[src/bted_pkg.sv]
package bted_pkg;

  localparam int RADIUS     = 2;
  localparam int WIN        = 2 * RADIUS + 1;
  localparam int MAX_WIDTH  = 1024;
  localparam int MAX_HEIGHT = 4096;

  localparam int PIX_W  = 8;
  localparam int WID_W  = 11;
  localparam int HGT_W  = 13;
  localparam int OROW_W = 12;
  localparam int COL_W  = $clog2(MAX_WIDTH);
  localparam int ROW_W  = $clog2(MAX_HEIGHT + 6 * RADIUS + 1) + 1;
  localparam int STK_W  = 2 * RADIUS;

  localparam int LAG_MUL = 3 * RADIUS;
  localparam int PRE_W   = $clog2(LAG_MUL * (MAX_WIDTH + 1) + 1);

  localparam int FIFO_DEPTH = 16;
  localparam int FIFO_PTR_W = $clog2(FIFO_DEPTH);
  localparam int FIFO_CNT_W = $clog2(FIFO_DEPTH + 1);

  localparam int ADDR_W = 4;
  localparam int DATA_W = 32;

  localparam logic [PIX_W-1:0] THRESHOLD_RESET = 8'd100;
  localparam logic [WID_W-1:0] WIDTH_RESET     = 11'd640;
  localparam logic [HGT_W-1:0] HEIGHT_RESET    = 13'd480;
  localparam logic [PIX_W-1:0] PIX_ON          = 8'd255;
  localparam logic [PIX_W-1:0] PIX_OFF         = 8'd0;

  typedef enum logic [1:0] {
    REG_THRESHOLD = 2'd0,
    REG_WIDTH     = 2'd1,
    REG_HEIGHT    = 2'd2
  } reg_idx_t;

  // one binary sample travelling between window stages, tagged with its raster position
  typedef struct packed {
    logic                    vld;
    logic                    val;
    logic signed [ROW_W-1:0] row;
    logic [COL_W-1:0]        col;
  } pos_t;

  typedef struct packed {
    logic [PIX_W-1:0]  pixel;
    logic [OROW_W-1:0] row;
    logic [COL_W-1:0]  col;
    logic              last;
  } result_t;

endpackage

[src/bted_ram.sv]
module bted_ram #(
  parameter int DEPTH = 1024,
  parameter int WIDTH = 4
) (
  input  logic                     clk,
  input  logic                     we,
  input  logic [$clog2(DEPTH)-1:0] waddr,
  input  logic [WIDTH-1:0]         wdata,
  input  logic                     re,
  input  logic [$clog2(DEPTH)-1:0] raddr,
  output logic [WIDTH-1:0]         rdata
);

  logic [WIDTH-1:0] mem [DEPTH];

  always_ff @(posedge clk) begin
    if (we) begin
      mem[waddr] <= wdata;
    end
    if (re) begin
      rdata <= mem[raddr];
    end
  end

endmodule

[src/bted_stage.sv]
module bted_stage (
  input  logic                        clk,
  input  logic                        rst,
  input  logic                        dilate,
  input  logic [bted_pkg::WID_W-1:0]  width,
  input  logic [bted_pkg::HGT_W-1:0]  height,
  input  bted_pkg::pos_t              din,
  output bted_pkg::pos_t              dout
);
  import bted_pkg::*;

  pos_t                    b;
  logic                    fwd;
  logic [STK_W-1:0]        fwd_data;
  logic [STK_W-1:0]        rdata;
  logic [STK_W-1:0]        old;
  logic [STK_W-1:0]        wdata;
  logic [WIN-1:0]          colv;
  logic [WIN-1:0]          win [WIN-1];
  logic [WIN-1:0]          full [WIN];
  logic signed [ROW_W-1:0] cr;
  logic signed [COL_W+1:0] ccs;
  logic [WIN-1:0]          rmask;
  logic [WIN-1:0]          cmask;
  logic                    acc;

  // per column: the previous rows of this stage's input, newest in bit 0
  bted_ram #(.DEPTH(MAX_WIDTH), .WIDTH(STK_W)) u_ram (
    .clk   (clk),
    .we    (b.vld),
    .waddr (b.col),
    .wdata (wdata),
    .re    (din.vld),
    .raddr (din.col),
    .rdata (rdata)
  );

  always_comb begin
    old   = fwd ? fwd_data : rdata;
    wdata = {old[STK_W-2:0], b.val};
    colv  = {old, b.val};
    for (int j = 0; j < WIN - 1; j++) begin
      full[j] = win[j];
    end
    full[WIN-1] = colv;
  end

  // center lies RADIUS rows and RADIUS raster positions behind the newest sample
  always_comb begin
    cr  = $signed(b.row) - $signed(ROW_W'(RADIUS));
    ccs = $signed({2'b00, b.col});
    for (int i = 0; i < RADIUS; i++) begin
      ccs = ccs - $signed((COL_W + 2)'(1));
      if (ccs < 0) begin
        ccs = ccs + $signed({1'b0, width});
        cr  = cr - $signed(ROW_W'(1));
      end
    end
  end

  always_comb begin
    logic signed [ROW_W:0]   rr;
    logic signed [COL_W+2:0] cx;
    for (int i = 0; i < WIN; i++) begin
      rr = $signed({cr[ROW_W-1], cr}) + $signed((ROW_W + 1)'(RADIUS - i));
      rmask[i] = (rr >= 0) && (rr < $signed((ROW_W + 1)'(height)));
    end
    for (int j = 0; j < WIN; j++) begin
      cx = $signed({ccs[COL_W+1], ccs}) + $signed((COL_W + 3)'(j - RADIUS));
      cmask[j] = (cx >= 0) && (cx < $signed((COL_W + 3)'(width)));
    end
  end

  // positions outside the image drop out of the window
  always_comb begin
    acc = !dilate;
    for (int j = 0; j < WIN; j++) begin
      for (int i = 0; i < WIN; i++) begin
        if (rmask[i] && cmask[j]) begin
          acc = dilate ? (acc | full[j][i]) : (acc & full[j][i]);
        end
      end
    end
  end

  always_ff @(posedge clk) begin
    if (rst) begin
      b.vld    <= 1'b0;
      dout.vld <= 1'b0;
    end else begin
      b.vld    <= din.vld;
      dout.vld <= b.vld && !cr[ROW_W-1];
    end
    b.val    <= din.val;
    b.row    <= din.row;
    b.col    <= din.col;
    // same column read while it is written: take the new word
    fwd      <= b.vld && (b.col == din.col);
    fwd_data <= wdata;
    if (b.vld) begin
      for (int j = 0; j < WIN - 2; j++) begin
        win[j] <= win[j+1];
      end
      win[WIN-2] <= colv;
    end
    dout.val <= acc;
    dout.row <= cr;
    dout.col <= ccs[COL_W-1:0];
  end

endmodule

[config.mk]
export PLATFORM = sky130hd
export DESIGN_NAME = bted_stage
export DESIGN_NICKNAME = d
export VERILOG_FILES = /design/src/bted_pkg.sv /design/src/bted_ram.sv /design/src/bted_stage.sv
export SDC_FILE = /design/constraint.sdc
export NUM_CORES = 2
export LEC_CHECK = 0
export BUFFER_PORTS_ARGS = -buffer_cell sky130_fd_sc_hd__buf_2
export CORE_MARGIN = 4
export CORE_UTILIZATION = 40
export DETAILED_ROUTE_END_ITERATION = 7
export GPL_TIMING_DRIVEN = 1
export SLEW_MARGIN = 10
export SYNTH_ARGS = -nofsm -noshare
export SYNTH_HDL_FRONTEND = slang
export SYNTH_MEMORY_MAX_BITS = 65536
export SYNTH_SLANG_ARGS = --single-unit
export TNS_END_PERCENT = 5
[constraint.sdc]
create_clock -name clk -period 17.7 [get_ports clk]
set_clock_uncertainty 0.05 [all_clocks]
set_input_delay 0.885 -clock clk [delete_from_list [all_inputs] [get_ports clk]]
set_output_delay 0.885 -clock clk [all_outputs]
set_load 0.01 [all_outputs]
== After elaboration in Yosys (flattened, before gate mapping) ==
Memories as Yosys holds them, arrays and structs flattened. A register that Yosys moved wholly into a read port is not among the register bits.
Index checks and enable logic that the tools add are counted.
Operators by class
  order comparisons: 22
  eq/ne operators: 1
  bitwise gates (word level): 50
  mux-type cells: 57
  add/subtract/negate cells: 15
  shift-type cells: 0
  $mul: 0
  div/mod/pow operators: 0
  reduce and logical (&&, ||, !) cells: 39
Operators with widths (count)
  15-bit by 1-bit >= comparator with 1-bit output (second input constant): 4
  15-bit by 14-bit less-than comparator with 1-bit output: 4
  13-bit by 1-bit >= comparator with 1-bit output (second input constant): 4
  13-bit by 12-bit less-than comparator with 1-bit output: 4
  1-bit 2-to-1 mux: 52
  1-bit logical AND: 37
  14-bit by 2-bit adder with 15-bit output (second input constant): 2
  14-bit 2-to-1 mux: 2
  14-bit by 2-bit subtractor with 14-bit output (second input constant): 2
  12-bit by 2-bit adder with 13-bit output (second input constant): 2
  1-bit AND: 25
  1-bit OR: 25
  12-bit 2-to-1 mux: 2
  14-bit by 1-bit adder with 15-bit output (second input constant): 1
  14-bit by 3-bit adder with 15-bit output (second input constant): 1
  14-bit by 1-bit >= comparator with 1-bit output (second input constant): 1
  14-bit less-than comparator: 1
  14-bit by 3-bit subtractor with 14-bit output (second input constant): 1
  12-bit by 1-bit adder with 13-bit output (second input constant): 1
  12-bit by 3-bit adder with 13-bit output (second input constant): 1
  11-bit by 12-bit adder with 12-bit output: 1
  12-bit adder: 1
  12-bit by 1-bit >= comparator with 1-bit output (second input constant): 1
  12-bit by 1-bit less-than comparator with 1-bit output (second input constant): 1
  other kinds (7): 8
Storage, ports and cells
  latch bits: 0
  bits of input ports: 53
  word-level logic and storage cells: 196
  output and inout port bits: 26
  memories: 2
  bits in writable memories: 4116
  ROM bits: 0
  flip-flop bits (word level): 57
Memory list
  u_ram.mem: words 1024, width 4, read ports 1, clocked after memory_dff 1, write ports 1, RTL line bted_ram.sv:14  | logic [WIDTH-1:0] mem [DEPTH];
  win: words 4, width 5, read ports 4, clocked after memory_dff 0, write ports 4, RTL line bted_stage.sv:19  | logic [WIN-1:0] win [WIN-1];

== Longest topological paths before layout ==
  depth after elaboration: 83
  mapped depth: 43
  mapped depth without buffers: 39

== Cells and area by module ==
A second synthesis with hierarchy kept.
Second synthesis, totals
  cells, all modules: 9653
  area, all modules: 172993.4 um^2
By module, submodules not included
  bted_ram: cells an instance 8290, times used 1, area an instance 162138.0 um^2
  bted_stage: cells an instance 1363, times used 1, area an instance 10855.4 um^2

== Worst setup path after synthesis ==
OpenSTA, ideal clock, no wires.
  path kind: register to register
  from: register b[24] (netlist bit)
  to: memory u_ram.mem[0][0], data pin
  period minus slack after synthesis: 15661 ps
  arrival: 12787 ps
  cell stages (with the launch flop): 1
  setup slack: 2039 ps
  cells stage by stage: dfxtp_1
RTL lines
  from (decl): RTL line bted_stage.sv:12  | pos_t b;
  to (decl): RTL line bted_ram.sv:14
No word-level cell before the write port.

== Final worst setup path ==
  from: register b[0] (netlist bit)
  to: register dout[24] (netlist bit)
On the way
  cells in the longest elaborated chain, start to end: 83
RTL lines
  10-bit by 1-bit subtractor with 11-bit output (*): RTL line bted_stage.sv:53  | ccs = ccs - $signed((COL_W + 2)'(1));
  11-bit by 12-bit adder with 12-bit output or 11-bit by 1-bit less-than comparator with 1-bit output (tied branches): RTL line bted_stage.sv:55, bted_stage.sv:54
  12-bit 2-to-1 mux: RTL line bted_stage.sv:54  | if (ccs < 0) begin
  12-bit by 2-bit subtractor with 12-bit output: RTL line bted_stage.sv:53
  12-bit by 1-bit less-than comparator with 1-bit output: RTL line bted_stage.sv:54
  14-bit 2-to-1 mux (*): RTL line bted_stage.sv:54
  named net cr[2]: RTL line bted_stage.sv:21  | logic signed [ROW_W-1:0] cr;
  14-bit by 3-bit adder with 15-bit output: RTL line bted_stage.sv:65  | rr = $signed({cr[ROW_W-1], cr}) + $signed((ROW_W + 1)'(RADIUS - i));
  [... 69 more ...]
  1-bit 2-to-1 mux: RTL line bted_stage.sv:79  | if (rmask[i] && cmask[j]) begin
  1-bit AND or 1-bit OR (tied branches): RTL line bted_stage.sv:80  | acc = dilate ? (acc | full[j][i]) : (acc & full[j][i]);
  1-bit 2-to-1 mux: RTL line bted_stage.sv:80
  1-bit 2-to-1 mux: RTL line bted_stage.sv:79
  1-bit AND or 1-bit OR (tied branches): RTL line bted_stage.sv:80
  1-bit 2-to-1 mux: RTL line bted_stage.sv:80
  1-bit 2-to-1 mux (*): RTL line bted_stage.sv:79
  named net acc: RTL line bted_stage.sv:25  | logic acc;
  to (decl): RTL line bted_stage.sv:8  | output bted_pkg::pos_t dout
The timed path passes the listed nets; every way through them passes the cells marked *.
A chain may end at the register's enable or synchronous reset.

==> impl_metrics.py <==
metrics = {
    "placed_design": {
        "post_dp_cell_area_mm2": 0.177,
        "dp_hpwl_um": 254000,
        "io_buffers": 78,
        "place.gp.congestion": 0.881,
        "dpl.cell_count": 13700,
    },
    "logic_synthesis": {
        "synthFlopType": "edfxtp_1",
        "synth_edf_count": 4120,
        "synth-seq-area-share": 0.733,
        "ys_warn_count": 0,
        "syn_nets": 8581,
        "async_flop_share": 0,
        "syn_avg_cell_area_um2": 20.4,
        "syn_inst": 8372,
        "synth_seq_cells": 4177,
        "syn-cell-area_mm2": 0.170,
        "yosysUniqueCellTypes": 95,
    },
    "clocking": {
        "cts_num_sinks": 4177,
        "insertion_delay_ps": 980,
        "clockBufferDepth": 4,
        "cts_tree": "done",
        "root_buffer": "clkbuf_16",
        "cts-htree-levels": 5,
        "cts_setup_buffers": 0,
        "numCtsBuffers": 408,
        "clk_pin_slew_ps": 60,
    },
    "detailed_routing": {
        "vias": 84100,
        "drt-vias-per-instance": 5.79,
        "drtIter0Drc": 9807,
        "routed_wl_um": 430000,
        "postRouteAntennaNets": 0,
        "first_pass_iters": 8,
        "avgRoutedWirePerCell_um": 29.7,
        "drc": 3,
    },
    "finish": {
        "nNetsFinal": 8703,
        "areaGrowthSynthToFinish_pct": 12.2,
        "regArea_mm2": 0.125,
        "drive_gt1_frac": 0.260,
        "fillCellCount": 35400,
        "design_area_mm2": 0.191,
        "stdcell_count": 14500,
        "multi_input_area_mm2": 0.0434,
        "fin_util": 0.451,
    },
    "sta": {
        "min_period_over_period": 0.578,
        "hold_viol": 0,
        "finalSetupViolations": 0,
        "rsz0062_at_grt": "false",
        "setup-tns-final_ps": 0,
        "tightestPinTransition_ps": 1160,
        "finalCriticalPeriod_ps": 10230,
        "final-max-slew-violation-count": 0,
        "slew_headroom": 0.228,
        "max_freq_ghz": 0.0977,
    },
    "critical_path": {
        "slowest_delay_ps": 930,
        "critical_path_arrival_ps": 11030,
        "critPathBufInv": 3,
        "crit_top_cell": "a21oi_1",
        "slowest_stage": "or4_1",
        "r2r_end": "dout[24]$_DFF_P_",
        "regToRegStartpoint": "b[0]$_DFF_P_",
        "startpoint_type": "flop",
        "path_class": "reg -> reg",
        "path_depth": 38,
        "critPathLaunch": "b[0]$_DFF_P_",
        "cpLargestDelayFamily": "compound AO/OA/AOI/OAI gates",
        "cp-end-kind": "flop",
        "crit_fanout": 38,
        "cp.required_ps": 18500,
        "r2r_slack_ps": 7470,
        "reg2reg_depth": 38,
    },
    "worst_hold_path": {
        "min_path_type": "in -> reg",
        "holdPathEnd": "b[9]$_DFF_P_",
        "hold_depth": 1,
        "hp-start": "din[9]",
    },
    "global_route": {
        "grt_max_degree": 221,
        "grt_pass1_wl_um": 623000,
        "antenna_found_initial": 35,
        "grt_pass1_vias": 86200,
        "grt_overflow": 0,
        "grt.total_usage": 0.195,
    },
    "power_and_ir_drop": {
        "power_density_mw_per_mm2": 112,
        "power_leakage_nw": 58.8,
        "vdd_drop_max_uv": 74.6,
    },
    "floorplanning": {
        "die_h_um": 661,
        "core-area_mm2": 0.424,
        "die_area_mm2": 0.437,
        "io_pins": 79,
        "core.rowCount": 239,
        "start_util": 0.402,
        "dieWidth_um": 661,
    },
    "outcome": {
        "violations": "design-rule violations",
        "status": "finished, violations left",
    },
    "job": {
        "maxCapViolCount": 0,
    },
}
## state kept, by name, indices dropped and copies added (netlist names)
signal       cells
dout            26
u_ram.rdata      4
b               26
win             20
fwd_data         4
u_ram.mem     4096
fwd              1
## logic make-up (layout without fill, tap and decap cells)
kind of cell / count (synthesis) / count (layout) / share of synthesized area
adders and majority gates: 156 / 156 / 0.0115
buffers and inverters: 633 / 1092 / 0.0144
AOI/OAI and AO/OA: 271 / 271 / 0.0112
and+or+nand+nor: 1582 / 1582 / 0.0395
DFF: 4177 / 4177 / 0.733
other: 0 / 13 / 0
muxes: 1398 / 1398 / 0.182
xor gates and xnor gates: 155 / 155 / 0.00830
## synthesized netlist by cell type, types with 7 or more instances
library cell | instances | share of area
nor3b_1 | 12 | 0.00053
buf_2 | 20 | 0.00059
nor2_1 | 1116 | 0.025
o21ai_0 | 40 | 0.0012
and3b_1 | 7 | 0.00036
nand2b_1 | 11 | 0.00040
inv_1 | 86 | 0.0019
xnor2_1 | 110 | 0.0057
nor2b_1 | 23 | 0.00084
or3_1 | 8 | 0.00029
dfxtp_1 | 57 | 0.0067
o211ai_1 | 12 | 0.00053
a211oi_1 | 12 | 0.00053
mux2i_1 | 23 | 0.0014
o21a_1 | 8 | 0.00035
a211o_1 | 8 | 0.00041
o211a_1 | 7 | 0.00041
ha_1 | 154 | 0.011
nor4_1 | 20 | 0.00073
edfxtp_1 | 4120 | 0.73
mux2_2 | 11 | 0.00073
clkbuf_1 | 340 | 0.0075
a31oi_1 | 11 | 0.00040
o31ai_1 | 10 | 0.00044
nand3_1 | 42 | 0.0012
nand4_1 | 37 | 0.0014
mux4_2 | 1364 | 0.18
a21o_1 | 32 | 0.0014
nor3_1 | 34 | 0.0010
buf_1 | 178 | 0.0039
nand2_1 | 194 | 0.0043
a21oi_1 | 66 | 0.0019
and2_1 | 19 | 0.00070
and3_1 | 11 | 0.00040
xor2_1 | 40 | 0.0021
## repair_timing
item                      in CTS  in global routing
hold endpoints to repair      17                  0
gates resized for setup        0                  0
hold buffers                  16                  0
## power breakdown
group          switching, mW  total (mW)  internal, mW
logic                  0.956        1.45         0.489
clock network           3.73        8.82          5.08
registers             0.0165        11.1          11.1
total                   4.70        21.4          16.7
## cell type report
cell class              count  share of cell area
flip-flops and latches   4177               0.653
clock inverters           265              0.0149
inverters                  88             0.00177
multi-input cells        3562               0.227
diodes                     13            0.000170
well taps                5663              0.0371
clock buffers             482              0.0561
repair buffers            257              0.0102
## how the worst max path moves through the flow
stage                                 to
3_5_place_dp            dout[24]$_DFF_P_
2_1_floorplan  u_ram.mem[0][0]$_DFFE_PP_
3_3_place_gp            dout[24]$_DFF_P_
6_report                dout[24]$_DFF_P_
4_1_cts                 dout[24]$_DFF_P_
5_1_grt                 dout[24]$_DFF_P_
## per-stage QoR
step                hold slack, ps  setup WS [ps]  power (mW)
CTS                           56.1           7620        21.6
detailed placement             420           7670        12.8
finish                         149           7470        21.4
floorplan                      367           2040        12.5
global placement               398           7980        12.8
global route                  81.4           6710        22.1
## placed cells by master, fill, tap and decap left out, types with 69 or more instances in the layout
cell type / count
edfxtp_1: 4120
buf_4: 154
xnor2_1: 110
buf_2: 72
inv_1: 85
nor2_1: 1114
clkbuf_16: 417
mux4_2: 1364
clkinv_1: 86
clkinv_2: 69
ha_1: 154
nand2_1: 161
## metal layers
metal  part of all wire  GRT usage
met1               0.40      0.270
met2               0.49      0.319
met3              0.083     0.0378
met4              0.025     0.0482
met5            0.00087          0
Power figures use the tool's default switching activity.
